File: config.mk
export PLATFORM = sky130hd
export DESIGN_NAME = cocktail_shaker_sorter
export DESIGN_NICKNAME = d
export VERILOG_FILES = /design/src/rtl/csort_pkg.sv /design/src/rtl/csort_dp.sv /design/src/rtl/csort_ctrl.sv /design/src/rtl/cocktail_shaker_sorter.sv
export SDC_FILE = /design/constraint.sdc
export NUM_CORES = 2
export LEC_CHECK = 0
export CORE_ASPECT_RATIO = 1.4
export CORE_MARGIN = 2
export CORE_UTILIZATION = 56
export CTS_BUF_LIST = sky130_fd_sc_hd__clkbuf_2
export DETAILED_ROUTE_END_ITERATION = 10
export DONT_BUFFER_PORTS = 1
export HOLD_SLACK_MARGIN = 0.02
export PLACE_DENSITY = 0.76
export SLEW_MARGIN = 20
export SYNTH_ARGS = -nofsm -noshare
export SYNTH_HDL_FRONTEND = slang
export SYNTH_SLANG_ARGS = --single-unit
File: constraint.sdc
create_clock -name i_clk -period 5.9 [get_ports i_clk]
set_input_delay 1.18 -clock i_clk [delete_from_list [all_inputs] [get_ports i_clk]]
set_output_delay 1.18 -clock i_clk [all_outputs]
set_load 0.02 [all_outputs]
File: src/rtl/csort_pkg.sv
// ----------------------------------------------------------------------------
// csort_pkg
// Shared types for the cocktail shaker sorter: channel words, datapath
// command and status groups, and datapath operation codes.
// ----------------------------------------------------------------------------
package csort_pkg;

    localparam int unsigned VALUE_W = 32;

    // input channel word
    typedef struct packed {
        logic signed [VALUE_W-1:0] value;
        logic                      batch_end;
    } t_in_word;

    // output channel word
    typedef struct packed {
        logic signed [VALUE_W-1:0] sorted_value;
        logic                      run_end;
        logic                      overflowed;
    } t_out_word;

    // source of the store write data
    typedef enum logic [1:0] {
        WS_INPUT,
        WS_LOW,
        WS_HIGH,
        WS_CARRY
    } t_wsel;

    // update of the carry register
    typedef enum logic [1:0] {
        CO_HOLD,
        CO_LOAD,
        CO_HIGH,
        CO_LOW
    } t_carry_op;

    // controller to datapath
    typedef struct packed {
        logic      mem_we;
        t_wsel     wsel;
        t_carry_op carry_op;
        logic      swap_clr;
        logic      swap_upd;
        logic      dir_back;
        logic      out_load;
        logic      out_last;
        logic      out_ovf;
    } t_dp_cmd;

    // datapath to controller
    typedef struct packed {
        logic swapped;
        logic out_free;
    } t_dp_stat;

endpackage

File: src/rtl/csort_dp.sv
// ----------------------------------------------------------------------------
// csort_dp
// Sorter datapath: value store, carry register with compare/min/max,
// pass swap flag and the output word register.
// ----------------------------------------------------------------------------
module csort_dp #(
    parameter int unsigned MAX_ITEMS = 64,
    parameter int unsigned IW        = 6
) (
    input  logic                                i_clk,
    input  logic                                i_rst_n,
    input  csort_pkg::t_dp_cmd                  i_cmd,
    input  logic [IW-1:0]                       i_rd_addr,
    input  logic [IW-1:0]                       i_wr_addr,
    input  logic signed [csort_pkg::VALUE_W-1:0] i_value,
    input  logic                                i_out_stall,
    output csort_pkg::t_dp_stat                 o_stat,
    output logic                                o_out_valid,
    output csort_pkg::t_out_word                o_out_word
);
    import csort_pkg::*;

    logic signed [VALUE_W-1:0] r_mem [MAX_ITEMS];
    logic signed [VALUE_W-1:0] r_rdata;
    logic signed [VALUE_W-1:0] r_carry;
    logic signed [VALUE_W-1:0] n_carry;
    logic signed [VALUE_W-1:0] w_low;
    logic signed [VALUE_W-1:0] w_high;
    logic signed [VALUE_W-1:0] w_wdata;
    logic                      w_carry_gt;
    logic                      w_pair_gt;
    logic                      r_swapped;
    logic                      r_ovalid;
    t_out_word                 r_oword;

    // compare the carried value with the word just read
    assign w_carry_gt = r_carry > r_rdata;
    assign w_low      = w_carry_gt ? r_rdata : r_carry;
    assign w_high     = w_carry_gt ? r_carry : r_rdata;
    // lower-index element greater than higher-index element
    assign w_pair_gt  = i_cmd.dir_back ? (r_rdata > r_carry) : w_carry_gt;

    // write data select
    always_comb begin
        unique case (i_cmd.wsel)
            WS_INPUT: w_wdata = i_value;
            WS_LOW:   w_wdata = w_low;
            WS_HIGH:  w_wdata = w_high;
            WS_CARRY: w_wdata = r_carry;
            default:  w_wdata = r_carry;
        endcase
    end

    // value store, registered read
    always_ff @(posedge i_clk) begin
        if (i_cmd.mem_we) begin
            r_mem[i_wr_addr] <= w_wdata;
        end
        r_rdata <= r_mem[i_rd_addr];
    end

    // carry register
    always_comb begin
        case (i_cmd.carry_op)
            CO_LOAD: n_carry = r_rdata;
            CO_HIGH: n_carry = w_high;
            CO_LOW:  n_carry = w_low;
            default: n_carry = r_carry;
        endcase
    end

    always_ff @(posedge i_clk) begin
        r_carry <= n_carry;
    end

    // swap seen in the current pass
    always_ff @(posedge i_clk) begin
        if (!i_rst_n) begin
            r_swapped <= 1'b0;
        end else if (i_cmd.swap_clr) begin
            r_swapped <= 1'b0;
        end else if (i_cmd.swap_upd && w_pair_gt) begin
            r_swapped <= 1'b1;
        end
    end

    // output word register
    always_ff @(posedge i_clk) begin
        if (!i_rst_n) begin
            r_ovalid <= 1'b0;
        end else if (i_cmd.out_load) begin
            r_ovalid <= 1'b1;
        end else if (!i_out_stall) begin
            r_ovalid <= 1'b0;
        end
    end

    always_ff @(posedge i_clk) begin
        if (i_cmd.out_load) begin
            r_oword.sorted_value <= r_rdata;
            r_oword.run_end      <= i_cmd.out_last;
            r_oword.overflowed   <= i_cmd.out_ovf;
        end
    end

    assign o_stat.swapped  = r_swapped;
    assign o_stat.out_free = !r_ovalid || !i_out_stall;
    assign o_out_valid     = r_ovalid;
    assign o_out_word      = r_oword;

endmodule

File: src/rtl/csort_ctrl.sv
// ----------------------------------------------------------------------------
// csort_ctrl
// Sorter controller: batch fill count, overflow flag, pass bounds and the
// sequencer for load, forward pass, backward pass and drain.
// ----------------------------------------------------------------------------
module csort_ctrl #(
    parameter int unsigned MAX_ITEMS = 64,
    parameter int unsigned IW        = 6,
    parameter int unsigned CW        = 7
) (
    input  logic                i_clk,
    input  logic                i_rst_n,
    input  logic                i_in_valid,
    input  logic                i_batch_end,
    output logic                o_in_stall,
    input  csort_pkg::t_dp_stat i_stat,
    output csort_pkg::t_dp_cmd  o_cmd,
    output logic [IW-1:0]       o_rd_addr,
    output logic [IW-1:0]       o_wr_addr
);
    import csort_pkg::*;

    localparam logic [3:0] S_IDLE   = 4'd0;
    localparam logic [3:0] S_FPRIME = 4'd1;
    localparam logic [3:0] S_FLOAD  = 4'd2;
    localparam logic [3:0] S_FWD    = 4'd3;
    localparam logic [3:0] S_FEND   = 4'd4;
    localparam logic [3:0] S_BPRIME = 4'd5;
    localparam logic [3:0] S_BLOAD  = 4'd6;
    localparam logic [3:0] S_BWD    = 4'd7;
    localparam logic [3:0] S_BEND   = 4'd8;
    localparam logic [3:0] S_OREAD  = 4'd9;
    localparam logic [3:0] S_OLOAD  = 4'd10;

    logic [3:0]    r_state, n_state;
    logic [CW-1:0] r_count, n_count;
    logic          r_ovf, n_ovf;
    logic [IW-1:0] r_first, n_first;
    logic [IW-1:0] r_last, n_last;
    logic [IW-1:0] r_idx, n_idx;
    logic          w_full;
    logic [CW-1:0] w_count_new;
    logic          w_is_last;

    assign w_full      = !(r_count < CW'(MAX_ITEMS));
    assign w_count_new = w_full ? r_count : r_count + CW'(1);
    assign w_is_last   = (CW'(r_idx) == r_count - CW'(1));

    // sequencer
    always_comb begin
        n_state   = r_state;
        n_count   = r_count;
        n_ovf     = r_ovf;
        n_first   = r_first;
        n_last    = r_last;
        n_idx     = r_idx;
        o_in_stall = 1'b1;
        o_rd_addr = r_idx;
        o_wr_addr = r_idx;
        o_cmd     = '{mem_we: 1'b0, wsel: WS_INPUT, carry_op: CO_HOLD,
                      swap_clr: 1'b0, swap_upd: 1'b0, dir_back: 1'b0,
                      out_load: 1'b0, out_last: 1'b0, out_ovf: r_ovf};

        unique case (r_state)
            // take words into the store
            S_IDLE: begin
                o_in_stall = 1'b0;
                o_wr_addr  = r_count[IW-1:0];
                if (i_in_valid) begin
                    o_cmd.mem_we = !w_full;
                    n_count      = w_count_new;
                    if (w_full) begin
                        n_ovf = 1'b1;
                    end
                    if (i_batch_end) begin
                        n_first = '0;
                        n_last  = IW'(w_count_new - CW'(1));
                        n_idx   = '0;
                        n_state = (w_count_new < CW'(2)) ? S_OREAD : S_FPRIME;
                    end
                end
            end
            // forward pass: carry the larger value up
            S_FPRIME: begin
                o_rd_addr = r_first;
                n_state   = S_FLOAD;
            end
            S_FLOAD: begin
                o_cmd.carry_op = CO_LOAD;
                o_cmd.swap_clr = 1'b1;
                o_rd_addr      = r_first + IW'(1);
                n_idx          = r_first;
                n_state        = S_FWD;
            end
            S_FWD: begin
                o_cmd.mem_we   = 1'b1;
                o_cmd.wsel     = WS_LOW;
                o_cmd.carry_op = CO_HIGH;
                o_cmd.swap_upd = 1'b1;
                o_rd_addr      = r_idx + IW'(2);
                if (r_idx + IW'(1) == r_last) begin
                    n_state = S_FEND;
                end else begin
                    n_idx = r_idx + IW'(1);
                end
            end
            S_FEND: begin
                o_cmd.mem_we = 1'b1;
                o_cmd.wsel   = WS_CARRY;
                o_wr_addr    = r_last;
                n_last       = r_last - IW'(1);
                n_idx        = '0;
                if (i_stat.swapped && (r_first < r_last - IW'(1))) begin
                    n_state = S_BPRIME;
                end else begin
                    n_state = S_OREAD;
                end
            end
            // backward pass: carry the smaller value down
            S_BPRIME: begin
                o_rd_addr = r_last;
                n_state   = S_BLOAD;
            end
            S_BLOAD: begin
                o_cmd.carry_op = CO_LOAD;
                o_cmd.swap_clr = 1'b1;
                o_rd_addr      = r_last - IW'(1);
                n_idx          = r_last;
                n_state        = S_BWD;
            end
            S_BWD: begin
                o_cmd.mem_we   = 1'b1;
                o_cmd.wsel     = WS_HIGH;
                o_cmd.carry_op = CO_LOW;
                o_cmd.swap_upd = 1'b1;
                o_cmd.dir_back = 1'b1;
                o_rd_addr      = r_idx - IW'(2);
                if (r_idx - IW'(1) == r_first) begin
                    n_state = S_BEND;
                end else begin
                    n_idx = r_idx - IW'(1);
                end
            end
            S_BEND: begin
                o_cmd.mem_we = 1'b1;
                o_cmd.wsel   = WS_CARRY;
                o_wr_addr    = r_first;
                n_first      = r_first + IW'(1);
                n_idx        = '0;
                if (i_stat.swapped && (r_first + IW'(1) < r_last)) begin
                    n_state = S_FPRIME;
                end else begin
                    n_state = S_OREAD;
                end
            end
            // drain the sorted batch
            S_OREAD: begin
                n_state = S_OLOAD;
            end
            S_OLOAD: begin
                if (i_stat.out_free) begin
                    o_cmd.out_load = 1'b1;
                    o_cmd.out_last = w_is_last;
                    if (w_is_last) begin
                        n_count = '0;
                        n_ovf   = 1'b0;
                        n_state = S_IDLE;
                    end else begin
                        n_idx   = r_idx + IW'(1);
                        n_state = S_OREAD;
                    end
                end
            end
            default: begin
                n_state = S_IDLE;
            end
        endcase
    end

    // control state
    always_ff @(posedge i_clk) begin
        if (!i_rst_n) begin
            r_state <= S_IDLE;
            r_count <= '0;
            r_ovf   <= 1'b0;
        end else begin
            r_state <= n_state;
            r_count <= n_count;
            r_ovf   <= n_ovf;
        end
    end

    // pass bounds and element index
    always_ff @(posedge i_clk) begin
        r_first <= n_first;
        r_last  <= n_last;
        r_idx   <= n_idx;
    end

endmodule

File: src/rtl/cocktail_shaker_sorter.sv
// ----------------------------------------------------------------------------
// cocktail_shaker_sorter
// Batch sorter for signed 32-bit values: collects words up to a batch end,
// sorts them ascending by cocktail shaker sort and streams them out.
//
//   channel | direction | handshake            | word
//   --------+-----------+----------------------+----------------------------
//   in      | input     | i_in_valid/o_in_stall | value, batch_end
//   out     | output    | o_out_valid/i_out_stall | sorted_value, run_end,
//           |           |                      | overflowed
//
// Loading takes one input word per cycle. The sort runs one compare-swap a
// cycle through a store with one read and one write port and a carry register;
// each pass adds prime, load and end steps. Draining reads each word from the
// store, then loads it into the output register, before reading the next one.
// The input stays stalled from the batch end until the last word is loaded
// into the output register; output stalls only hold the drain.
// Reset is synchronous and empties the batch; store contents are not cleared.
// ----------------------------------------------------------------------------
module cocktail_shaker_sorter #(
    parameter int unsigned MAX_ITEMS = 64
) (
    input  logic                 i_clk,
    input  logic                 i_rst_n,
    input  logic                 i_in_valid,
    output logic                 o_in_stall,
    input  csort_pkg::t_in_word  i_in_word,
    output logic                 o_out_valid,
    input  logic                 i_out_stall,
    output csort_pkg::t_out_word o_out_word
);
    import csort_pkg::*;

    localparam int unsigned IW = $clog2(MAX_ITEMS);
    localparam int unsigned CW = $clog2(MAX_ITEMS + 1);

    t_dp_cmd       w_cmd;
    t_dp_stat      w_stat;
    logic [IW-1:0] w_rd_addr;
    logic [IW-1:0] w_wr_addr;

    // sequencer
    csort_ctrl #(
        .MAX_ITEMS (MAX_ITEMS),
        .IW        (IW),
        .CW        (CW)
    ) u_ctrl (
        .i_clk       (i_clk),
        .i_rst_n     (i_rst_n),
        .i_in_valid  (i_in_valid),
        .i_batch_end (i_in_word.batch_end),
        .o_in_stall  (o_in_stall),
        .i_stat      (w_stat),
        .o_cmd       (w_cmd),
        .o_rd_addr   (w_rd_addr),
        .o_wr_addr   (w_wr_addr)
    );

    // store, compare and output register
    csort_dp #(
        .MAX_ITEMS (MAX_ITEMS),
        .IW        (IW)
    ) u_dp (
        .i_clk       (i_clk),
        .i_rst_n     (i_rst_n),
        .i_cmd       (w_cmd),
        .i_rd_addr   (w_rd_addr),
        .i_wr_addr   (w_wr_addr),
        .i_value     (i_in_word.value),
        .i_out_stall (i_out_stall),
        .o_stat      (w_stat),
        .o_out_valid (o_out_valid),
        .o_out_word  (o_out_word)
    );

    // store writes stay inside the configured depth
    a_wr_range: assert property (@(posedge i_clk) disable iff (!i_rst_n)
        w_cmd.mem_we |-> (32'(w_wr_addr) < MAX_ITEMS))
        else $error("store write beyond depth");

    // no input word is taken while a sort pass is running
    a_pass_stall: assert property (@(posedge i_clk) disable iff (!i_rst_n)
        w_cmd.swap_upd |-> o_in_stall)
        else $error("input accepted during sort pass");

    // output register loaded only when it is free
    a_out_free: assert property (@(posedge i_clk) disable iff (!i_rst_n)
        w_cmd.out_load |-> w_stat.out_free)
        else $error("output word overwritten");

    // last load of a batch shows up as a run end word
    a_run_end: assert property (@(posedge i_clk) disable iff (!i_rst_n)
        (w_cmd.out_load && w_cmd.out_last) |=> (o_out_valid && o_out_word.run_end))
        else $error("run end word missing");

endmodule

==> results.md <==
- Count of cells resized by post-cts repair: 0
- Die outline width: ~340 µm
- Port Buf Inserts: 0
- Total number of placement rows: about 170
- Max-cap viol count: 0
- Most used flip-flop cell after synthesis: sky130_fd_sc_hd__edfxtp_1
- P&R area growth vs syn: 10.1%
- Final HPWL DP: approximately 150 mm
- Aggregate global-route resource usage: 0.303
- Register bit total from synthesis: about 2,200
- Total die area: between 150,000 and 200,000 µm²
- Number of H-tree branching levels: 5
- Vias per inst: roughly 6.7
- Max-Slew Margin vs Limit: 0.161
- Violation count after the first detailed-routing iteration: ~6,800
- Worst Max-Slew Pin Slew: 1.26 ns
- I/O pins: 73
- Distinct cell type count of the synthesized netlist: 84
- Crit. End Element: output pin
- Class of the tightest hold or removal check: primary input to flip-flop
- Wire length of the first global-routing pass: approximately 340 mm
- Via count: roughly 50,000
- CTS Root Cell: sky130_fd_sc_hd__clkbuf_2
- Cell with the largest stage delay on the worst path: sky130_fd_sc_hd__nor3_1
- Area of all placed cells without fillers: 95,600 µm²
- Layout Utilization: 0.619
- Number of global-route vias before repair: between 50,000 and 60,000
- Standard cell core area: ~150,000 µm²
- Number of endpoints failing setup at the final stage: 0
- Number of nets in the synthesized netlist: roughly 4,700
- Post CTS Setup Buffer Count: 0
- Achievable frequency: 0.197 GHz
- Synthesis warning total: 0
- Fraction of registers with async set/reset: 0
- Number of iterations in the first detailed-routing pass: 6
- Post-synthesis instance area: 86,900 µm²
- Sequential element share of the synthesized area: 0.748
- Maximum buffer depth of the clock tree: 4
- Run status: completed
- TritonCTS clock tree: done
- Max Slew Vio Count: 0
- Routability Congestion: roughly 0.97
- Overall die height: approximately 470 µm
- Mean routed wirelength per cell: ~32 µm
- Area after DPL: 91,400 µm²
- GR Overflow Total: 0
- Effective utilization at floorplan: 0.562
- Remaining design rule violation count: 0
- Fraction of final layout cells with drive strength greater than 1: 0.275
- Critical Path AT: 3.91 ns
- Cells along the critical path: inv_2, buf_4, nand2_1, nor3_1, inv_1
- # fillers: around 11,000
- Clock buffer count from CTS: 461
- Final hold violation count: 0
- Worst Setup Start Kind: flip-flop
- Average cell area after synthesis: between 15 and 20 µm²
- Clock insertion delay at the later pin of the skew report: between 1.5 and 2 ns
- Maximum number of pins on one net before global-route repair: 76
- Critical path peak fanout: 27
- Clock transition time at the flip-flop clock pins of the worst setup and hold paths: 0.13 ns
- Worst EP required: about 4.7 ns
- Final critical-path required period: between 5 and 6 ns
- Clock Skew: between 0.2 and 0.25 ns
- RSZ-0062 raised after global routing: false
- Setup_tns: 0 ns
- CP peak stage delay: approximately 0.5 ns
- Number of sinks handled by clock tree synthesis: 2,178
- Routed Wire Length: ~240 mm
- Gate count of the mapped netlist: 4,626
- DRT antenna net count: 0
- Worst setup path class: flip-flop to output pin
- Number of antenna violations at the first check in global routing: 12
- Share of the cycle needed by the critical path after routing: 0.862
- Number of synthesized flops with an enable pin: roughly 2,100
- Number of nets in the finished design: 5,149
- Fin cells: between 7,000 and 8,000
- Placed instance count: 6,659
## stage by stage
step,worst slack [ns],hold WS (ns)
detailed placement,1.14,0.495
global route,0.649,0.163
CTS,0.719,0.0206
global placement,1.13,0.485
finish,0.815,0.242
floorplan,1.71,0.409
## logic make-up (layout without fill, tap and decap cells)
family          after synthesis  after routing  synth area share
fa+ha+maj                    53             53           0.00772
compound gates              640            640            0.0569
mux                         514            514             0.117
simple gates                853            853            0.0462
other cells                   0              9                 0
buf+inv                     339           1120            0.0200
xor+xnor                     49             49           0.00503
flops                      2178           2178             0.748
## cell usage after synthesis (38+ instances only)
| cell type | n | area [µm²] |
|---|---|---|
| sky130_fd_sc_hd__buf_2 | 111 | 556 |
| sky130_fd_sc_hd__mux2i_1 | 85 | 851 |
| sky130_fd_sc_hd__a22oi_1 | 202 | 1520 |
| sky130_fd_sc_hd__nand2_1 | 324 | 1220 |
| sky130_fd_sc_hd__edfxtp_1 | 2132 | 64000 |
| sky130_fd_sc_hd__mux4_2 | 394 | 8870 |
| sky130_fd_sc_hd__and2_1 | 38 | 238 |
| sky130_fd_sc_hd__a21oi_1 | 64 | 320 |
| sky130_fd_sc_hd__buf_4 | 50 | 375 |
| sky130_fd_sc_hd__dfxtp_1 | 46 | 921 |
| sky130_fd_sc_hd__ha_1 | 52 | 651 |
| sky130_fd_sc_hd__nand3_1 | 195 | 976 |
| sky130_fd_sc_hd__a221oi_1 | 56 | 490 |
| sky130_fd_sc_hd__a22o_1 | 52 | 455 |
| sky130_fd_sc_hd__clkbuf_1 | 88 | 330 |
| sky130_fd_sc_hd__nor2_1 | 138 | 518 |
| sky130_fd_sc_hd__inv_1 | 53 | 199 |
| sky130_fd_sc_hd__a32oi_1 | 73 | 639 |
## worst max-delay path, delay by kind of cell, from the launching register on
family                 cells  cell delay (ns)
buffers and inverters      3             0.73
DFF                        1             0.35
and+or+nand+nor            2             0.89
## layout by cell type, fill, tap and decap left out, drive strengths merged, types with 28 or more instances in the layout
cell type,count
xnor2,32
and2,39
clkbuf,633
clkinv,168
buf,240
a21oi,65
mux2,35
o21ai,28
nand3,195
o22ai,29
and3,28
nand2,326
a22oi,202
a221o,32
inv,59
a32oi,73
dfxtp,46
nor3,35
a22o,52
mux4,394
mux2i,85
edfxtp,2132
ha,52
a221oi,58
nor2,149
## repair_timing
item | 4_1_cts | 5_1_grt
hold buffers | 13 | 0
hold endpoints to repair | 127 | 0
endpoints found under the setup margin | 0 | 0
## cell type report
class,instances,area [µm²],area share
antenna,9,22.5,0.000236
inverter,56,210,0.00220
sequential,2178,64900,0.679
tap,2076,2600,0.0272
clock inverter,178,907,0.00949
timing repair buffer,253,2960,0.0309
multi-input combinational,2109,20800,0.218
clock buffer,633,3170,0.0331
## worst paths after layout
path                     start            endpoint  slack (ns)  depth (start not counted)
max          u_ctrl.r_state[0]          o_in_stall        0.81                          5
min              i_in_word[27]  u_dp.r_mem[38][26]        0.24                          2
max reg2reg  u_ctrl.r_state[0]  u_dp.r_mem[50][22]        0.82                         10
min reg2reg    u_dp.r_rdata[1]  u_dp.o_out_word[3]        0.52                          0
## registers in the layout, indices dropped and copies added (netlist names)
| signal | count |
|---|---|
| u_dp.r_carry | 32 |
| u_dp.r_mem | 2048 |
| u_dp.r_swapped | 1 |
| u_ctrl.r_last | 6 |
| u_ctrl.r_state | 4 |
| u_dp.o_out_valid | 1 |
| u_ctrl.r_ovf | 1 |
| u_ctrl.r_idx | 6 |
| u_dp.r_rdata | 32 |
| u_dp.o_out_word | 34 |
| u_ctrl.r_count | 7 |
| u_ctrl.r_first | 6 |
## routing by layer
| layer | up-vias | GRT usage | part of all wire |
|---|---|---|---|
| li1 | 20200 | - | - |
| met1 | 25300 | 0.372 | 0.33 |
| met2 | 3691 | 0.497 | 0.50 |
| met3 | 717 | 0.0722 | 0.11 |
| met4 | 6 | 0.165 | 0.056 |
| met5 | - | 0 | 0.00017 |
Power is left out: the tool's default activity adds up to more than one toggle a clock period on the data nets, which glitch-free logic cannot reach.
